--- src/hw/rtl/mcg_pkg.sv ---
package mcg_pkg;

  localparam int MaxRadiusDef = 64;
  localparam int CoordBitsDef = 12;
  localparam int ResultLimit  = 47;
  localparam int CfgBits      = 13;
  localparam int RadiusBits   = 8;
  localparam int ColorBits    = 32;

  localparam logic [CfgBits-1:0] SurfaceWidthReset  = CfgBits'(640);
  localparam logic [CfgBits-1:0] SurfaceHeightReset = CfgBits'(480);

  typedef enum logic [1:0] {
    CfgSurfaceWidth  = 2'd0,
    CfgSurfaceHeight = 2'd1,
    CfgFillMode      = 2'd2
  } mcg_cfg_index_e;

  typedef enum logic [1:0] {
    StIdle  = 2'd0,
    StCheck = 2'd1,
    StRun   = 2'd2
  } mcg_state_e;

endpackage

--- src/hw/rtl/mcg_step.sv ---
module mcg_step
  import mcg_pkg::*;
#(
  parameter int MAX_RADIUS = MaxRadiusDef
) (
  input  logic signed [$clog2(MAX_RADIUS+2):0]             x_i,
  input  logic signed [$clog2(MAX_RADIUS+2):0]             y_i,
  input  logic signed [$clog2(4*MAX_RADIUS+8):0]           err_i,
  input  logic                                             fill_i,
  output logic signed [$clog2(MAX_RADIUS+2):0]             x_o,
  output logic signed [$clog2(MAX_RADIUS+2):0]             y_o,
  output logic signed [$clog2(4*MAX_RADIUS+8):0]           err_o,
  output logic                                             done_o
);

  localparam int SW = $clog2(MAX_RADIUS+2) + 1;
  localparam int EW = $clog2(4*MAX_RADIUS+8) + 1;

  logic signed [SW-1:0] y1;
  logic signed [SW-1:0] x1;
  logic signed [EW-1:0] diff;
  logic                 take_x;

  // Outline steps x on a strictly positive error, fill also on zero.
  assign take_x = fill_i ? !err_i[EW-1] : (!err_i[EW-1] && (err_i != '0));
  assign y1     = y_i + SW'(1);
  assign x1     = take_x ? (x_i - SW'(1)) : x_i;
  assign diff   = take_x ? (EW'(y1) - EW'(x1)) : EW'(y1);

  // The error grows by twice the difference plus one.
  assign err_o  = err_i + {diff[EW-2:0], 1'b1};
  assign x_o    = x1;
  assign y_o    = y1;
  assign done_o = (x1 < y1);

endmodule

--- src/hw/rtl/midpoint_circle_generator.sv ---
// Midpoint circle generator: a request gives center, radius and color, and the
// block walks one octant of the circle, delivering one result per iteration with
// the eight mirrored coordinates, the color and a last flag on the final one.
// fill_mode selects outline pixels or horizontal spans and the stepping rule.
// A request is latched in the idle state and tested in the check state (negative
// radius, or in outline mode a circle wholly off the surface, ends there with no
// result), then one result follows per cycle while the output is not stalled,
// since the single step unit advances x, y and the error once per result: about
// radius/sqrt2 + 1 results, at most 47. The input stays stalled until the last
// result has been loaded into the output register.
module midpoint_circle_generator
  import mcg_pkg::*;
#(
  parameter int MAX_RADIUS = MaxRadiusDef,
  parameter int COORD_BITS = CoordBitsDef
) (
  input  logic                         clk_i,
  input  logic                         rst_ni,

  input  logic                         cfg_we_i,
  input  logic [1:0]                   cfg_index_i,
  input  logic [CfgBits-1:0]           cfg_data_i,

  input  logic                         in_valid_i,
  output logic                         in_stall_o,
  input  logic signed [COORD_BITS-1:0] center_x_i,
  input  logic signed [COORD_BITS-1:0] center_y_i,
  input  logic signed [RadiusBits-1:0] radius_i,
  input  logic [ColorBits-1:0]         pixel_color_i,

  output logic                         out_valid_o,
  input  logic                         out_stall_i,
  output logic signed [COORD_BITS:0]   left_near_o,
  output logic signed [COORD_BITS:0]   right_near_o,
  output logic signed [COORD_BITS:0]   row_up_near_o,
  output logic signed [COORD_BITS:0]   row_down_near_o,
  output logic signed [COORD_BITS:0]   left_far_o,
  output logic signed [COORD_BITS:0]   right_far_o,
  output logic signed [COORD_BITS:0]   row_up_far_o,
  output logic signed [COORD_BITS:0]   row_down_far_o,
  output logic [ColorBits-1:0]         out_color_o,
  output logic                         last_step_o
);

  localparam int RW   = $clog2(MAX_RADIUS+2);
  localparam int SW   = RW + 1;
  localparam int EW   = $clog2(4*MAX_RADIUS+8) + 1;
  localparam int OW   = COORD_BITS + 1;
  localparam int CntW = $clog2(ResultLimit+1);
  localparam int CmpW = ((COORD_BITS > CfgBits) ? COORD_BITS : CfgBits) + 2;

  // Configuration registers.
  logic [CfgBits-1:0] surf_w_q, surf_h_q;
  logic               fill_q;

  always_ff @(posedge clk_i or negedge rst_ni) begin
    if (!rst_ni) begin
      surf_w_q <= SurfaceWidthReset;
      surf_h_q <= SurfaceHeightReset;
      fill_q   <= 1'b0;
    end else if (cfg_we_i) begin
      case (cfg_index_i)
        CfgSurfaceWidth:  surf_w_q <= cfg_data_i;
        CfgSurfaceHeight: surf_h_q <= cfg_data_i;
        CfgFillMode:      fill_q   <= cfg_data_i[0];
        default:          ;
      endcase
    end
  end

  mcg_state_e state_q, state_d;

  logic signed [COORD_BITS-1:0] cx_q, cy_q;
  logic signed [RadiusBits-1:0] rad_q;
  logic [ColorBits-1:0]         color_q;
  logic signed [SW-1:0]         x_q, y_q, x_nx, y_nx;
  logic signed [EW-1:0]         err_q, err_nx;
  logic [CntW-1:0]              cnt_q;
  logic                         step_done;

  logic                         accept_in;
  logic                         fire;
  logic                         init_en;
  logic                         last;
  logic                         out_valid_q;

  // Saturated radius and the off-surface test.
  logic [RW-1:0]          rsat;
  logic signed [CmpW-1:0] cx_e, cy_e, r_e, w_e, h_e;
  logic signed [CmpW-1:0] x_hi, x_lo, y_hi, y_lo;
  logic                   reject;

  always_comb begin
    if (rad_q > RadiusBits'(MAX_RADIUS)) begin
      rsat = RW'(MAX_RADIUS);
    end else begin
      rsat = rad_q[RW-1:0];
    end
  end

  assign cx_e = CmpW'(cx_q);
  assign cy_e = CmpW'(cy_q);
  assign r_e  = CmpW'(rsat);
  assign w_e  = CmpW'(surf_w_q);
  assign h_e  = CmpW'(surf_h_q);
  assign x_hi = cx_e + r_e;
  assign x_lo = cx_e - r_e;
  assign y_hi = cy_e + r_e;
  assign y_lo = cy_e - r_e;

  assign reject = rad_q[RadiusBits-1] ||
                  (!fill_q && (x_hi[CmpW-1] || (x_lo >= w_e) ||
                               y_hi[CmpW-1] || (y_lo >= h_e)));

  mcg_step #(
    .MAX_RADIUS (MAX_RADIUS)
  ) u_step (
    .x_i    (x_q),
    .y_i    (y_q),
    .err_i  (err_q),
    .fill_i (fill_q),
    .x_o    (x_nx),
    .y_o    (y_nx),
    .err_o  (err_nx),
    .done_o (step_done)
  );

  assign last = step_done || (cnt_q == CntW'(ResultLimit - 1));

  // Next state.
  always_comb begin
    state_d = state_q;
    case (state_q)
      StIdle:  if (in_valid_i) state_d = StCheck;
      StCheck: state_d = reject ? StIdle : StRun;
      StRun:   if (fire && last) state_d = StIdle;
      default: state_d = StIdle;
    endcase
  end

  // Control outputs of the sequencer.
  always_comb begin
    accept_in = 1'b0;
    init_en   = 1'b0;
    fire      = 1'b0;
    case (state_q)
      StIdle:  accept_in = in_valid_i;
      StCheck: init_en = !reject;
      StRun:   fire = !out_valid_q || !out_stall_i;
      default: ;
    endcase
  end

  assign in_stall_o = (state_q != StIdle);

  always_ff @(posedge clk_i or negedge rst_ni) begin
    if (!rst_ni) begin
      state_q     <= StIdle;
      out_valid_q <= 1'b0;
      cnt_q       <= '0;
      cx_q        <= '0;
      cy_q        <= '0;
      rad_q       <= '0;
      color_q     <= '0;
      x_q         <= '0;
      y_q         <= '0;
      err_q       <= '0;
    end else begin
      state_q <= state_d;
      if (fire) begin
        out_valid_q <= 1'b1;
      end else if (!out_stall_i) begin
        out_valid_q <= 1'b0;
      end
      if (accept_in) begin
        cx_q    <= center_x_i;
        cy_q    <= center_y_i;
        rad_q   <= radius_i;
        color_q <= pixel_color_i;
      end
      if (init_en) begin
        x_q   <= SW'(rsat);
        y_q   <= '0;
        err_q <= EW'(1) - EW'(rsat);
        cnt_q <= '0;
      end else if (fire) begin
        x_q   <= x_nx;
        y_q   <= y_nx;
        err_q <= err_nx;
        cnt_q <= cnt_q + CntW'(1);
      end
    end
  end

  // Output register, loaded from the current point before it steps.
  logic signed [OW-1:0] cxo, cyo, xo, yo;

  assign cxo = OW'(cx_q);
  assign cyo = OW'(cy_q);
  assign xo  = OW'(x_q);
  assign yo  = OW'(y_q);

  always_ff @(posedge clk_i) begin
    if (fire) begin
      left_near_o     <= cxo - xo;
      right_near_o    <= cxo + xo;
      row_up_near_o   <= cyo - yo;
      row_down_near_o <= cyo + yo;
      left_far_o      <= cxo - yo;
      right_far_o     <= cxo + yo;
      row_up_far_o    <= cyo - xo;
      row_down_far_o  <= cyo + xo;
      out_color_o     <= color_q;
      last_step_o     <= last;
    end
  end

  assign out_valid_o = out_valid_q;

endmodule
--- config.mk ---
export PLATFORM = sky130hd
export DESIGN_NAME = midpoint_circle_generator
export DESIGN_NICKNAME = d
export VERILOG_FILES = /design/src/hw/rtl/mcg_pkg.sv /design/src/hw/rtl/mcg_step.sv /design/src/hw/rtl/midpoint_circle_generator.sv
export SDC_FILE = /design/constraint.sdc
export NUM_CORES = 1
export LEC_CHECK = 0
export BUFFER_PORTS_ARGS = -buffer_cell sky130_fd_sc_hd__buf_2
export CAP_MARGIN = 20
export CORE_MARGIN = 5
export CORE_UTILIZATION = 45
export CTS_CLUSTER_DIAMETER = 30
export DETAILED_ROUTE_END_ITERATION = 6
export HOLD_SLACK_MARGIN = 0.12
export PLACE_DENSITY = 0.65
export RECOVER_POWER = 25
export SLEW_MARGIN = 20
export SYNTH_ARGS = -nofsm -noshare
export SYNTH_HDL_FRONTEND = slang
export SYNTH_SLANG_ARGS = --single-unit
--- constraint.sdc ---
create_clock -name clk_i -period 9.26 [get_ports clk_i]
set_input_delay 0.926 -clock clk_i [delete_from_list [all_inputs] [get_ports clk_i]]
set_output_delay 0.926 -clock clk_i [all_outputs]
set_load 0.01 [all_outputs]
==> metrics.csv <==
metric;value;unit
fin_skew;0.01563;ns
grt_pass1_wl;61870;um
status;complete, but fails checks;
critPathBufInv;0;
place.gp.congestion;0.8848;
area_delta_synth_final;23.31;%
fin_cells;2159;
cp-start-kind;flip-flop;
max_stage_delay;0.59;ns
die-area;38440;um2
vias_per_cell;5.182;
slew_headroom;-1.468;
timing_worst_setup_path_type;flip-flop to flip-flop;
synth_cells;1410;
clk_path_buf_depth;3;
clock_latency;0.58;ns
ioPinCount;223;
ctsHoldBuffers;0;
rsz0062_at_grt;no;
cp_top_family;simple AND/OR/NAND/NOR gates;
nFillCells;3007;
min-delay-start;color_q[18];
required;9.72;ns
ys.flop_type;edfxtp_1;
reg2reg_from;rad_q[6];
synth_area;15580;um2
post_cts_buffers;0;
drv_slew;67;
diodes;0;
antenna_found_initial;0;
final_layout_size_suffix_gt1_frac;0.2523;
synth-seq-area-share;0.4592;
finalSetupTns;0;ns
synth_nets;1675;
violations;max-capacitance violations, max-slew violations;
hold-path-endpoint;out_color_o[18];
multiInputGateArea;7775;um2
grt_pass1_vias;11476;
cts.htree.levels;2;
worstMarginPinSlew;3.702;ns
clock.fmax;182.1;MHz
first_pass_iters;5;
whs_path_depth;0;
timing.max_cap.violations;1;
dp.cells;2045;
worstRegToRegCells;19;
synth_edf_count;133;
cts_tree;done;
drt_iter0_drc;630;
async_flop_share;0.4865;
overflow;0;
clockRootBuffer;clkbuf_16;
drt-total-wl;39120;um
wl_per_cell;18.12;um
seqCellArea;7154;um2
period_share;0.5929;
ant_nets;0;
cts-buffers-inserted;60;
synth.distinct_cells;69;
vias;11188;
worst-path-max-fanout;16;
final_area;19210;um2
core_area;34370;um2
route.detailed.drc;0;
period_minus_slack;5.490;ns
cts.reportedPaths.clkPinSlew;0.05;ns
r2r_slack;3.77;ns
ys_warn_count;0;
io_buffers;222;
synth_seq_cells;259;
r2r-end;err_q[2];
crit_slowest_cell;or2_1;
min_path_type;flip-flop to flip-flop;
setup_viol;0;
crit_chain;nand2b_1, nand2_1, ha_1, nor2b_1, o21ai_0, a21boi_0, o21ai_0, a21boi_0, o21ai_0, nand3b_1, xnor2_1, ha_1, nand4_1, a21oi_1, a221oi_1, or4_4, a32oi_2, or2_1, mux2_1;
clock-sinks;259;
start_util;0.4532;
nets;1917;
grt_max_degree;93;
arrival;5.95;ns
synth_area_per_cell;11.05;um2
die-height;196.1;um
dpl.hpwl;29160;um
track_usage;0.2020;
endpoint_kind;flip-flop;
timing_hold_violations_final;0;
rows;68;
cpMostUsedCell;o21ai_0;
placed_area;17120;um2
die_w;196.1;um
cts_resized;0;
-- layer usage --
| metal | routed length, um | track usage |
|---|---|---|
| met5 | 0 | 0 |
| met4 | 993 | 0.06879 |
| met3 | 1995 | 0.03469 |
| met2 | 18950 | 0.3417 |
| met1 | 17180 | 0.2639 |
-- synthesized netlist by cell type, types with 22 or more instances --
library cell	instances	area, um2
a21oi_1	66	330.3
a21o_1	27	202.7
o21ai_0	59	295.3
nor3_1	33	165.2
edfxtp_1	133	3994
clkbuf_1	32	120.1
dfrtp_1	120	3003
nand2_1	79	296.5
xnor2_1	105	919.6
mux2_2	78	878.3
inv_1	117	439.2
nand2b_1	22	137.6
xor2_1	30	262.8
nor2_1	95	356.6
ha_1	169	2115
-- how the worst max path moves through the flow --
stage	start	endpoint	depth (start not counted)	slack, ns
after floorplan	out_stall_i	cnt_q[1]	5	3.62
after global placement	rad_q[6]	err_q[5]	19	4.03
after detailed placement	rad_q[6]	err_q[5]	19	3.77
after CTS	rad_q[6]	err_q[5]	19	3.72
after global routing	rad_q[6]	err_q[2]	19	3.32
final	rad_q[6]	err_q[2]	19	3.77
-- per-stage QoR --
stage               hold WS (ns)    util  setup WS [ns]
floorplan                 0.4211       -          3.616
global placement          0.4254  0.4981          4.031
detailed placement        0.4290  0.4981          3.772
CTS                       0.3444  0.5596          3.722
global route              0.4499  0.5589          3.318
finish                    0.4305  0.5589          3.770
-- registers in the layout, summed over array words and instances (netlist names), 10 cells and up --
signal / count
right_near_o: 12
left_far_o: 13
row_down_near_o: 12
row_down_far_o: 12
out_color_o: 32
left_near_o: 13
right_far_o: 12
surf_w_q: 13
err_q: 10
row_up_far_o: 13
surf_h_q: 13
color_q: 32
row_up_near_o: 13
cx_q: 12
cy_q: 12
-- cell type report --
| type | count | share of cell area |
|---|---|---|
| Multi-Input combinational cell | 985 | 0.4047 |
| Sequential cell | 259 | 0.3724 |
| Clock buffer | 73 | 0.08500 |
| Timing Repair Buffer | 229 | 0.06018 |
| Tap cell | 455 | 0.02964 |
| Clock inverter | 41 | 0.02488 |
| Inverter | 117 | 0.02312 |
-- cell usage in the layout (no fill, tap or decap), types with 12 or more instances in the layout --
master,Yosys,routed
nor2b_1,21,21
nand2b_1,22,22
a21o_1,27,27
nand2_1,79,79
mux2_2,78,78
clkinvlp_4,0,14
a21oi_1,66,66
ha_1,169,169
inv_1,117,116
buf_2,1,219
clkbuf_16,0,62
nand3_1,15,15
nor3_1,33,33
o21ai_0,59,59
nor2_1,95,94
xnor2_1,105,105
o21bai_1,21,21
fa_1,12,12
dfrtp_1,120,120
edfxtp_1,133,133
xor2_1,30,30
-- cell families after synthesis --
family	count (synthesis)	synth area share
multiplexers	87	0.06224
AND/OR/NAND/NOR	310	0.09413
AO/OA/AOI/OAI	272	0.1155
adder cells (fa/ha/maj)	181	0.1512
XOR/XNOR	135	0.07590
flip-flops	259	0.4592
buffers and inverters	166	0.04184
Power is not shown: default switching activity piles up to over one toggle a cycle in this logic, so the estimate is an artifact.
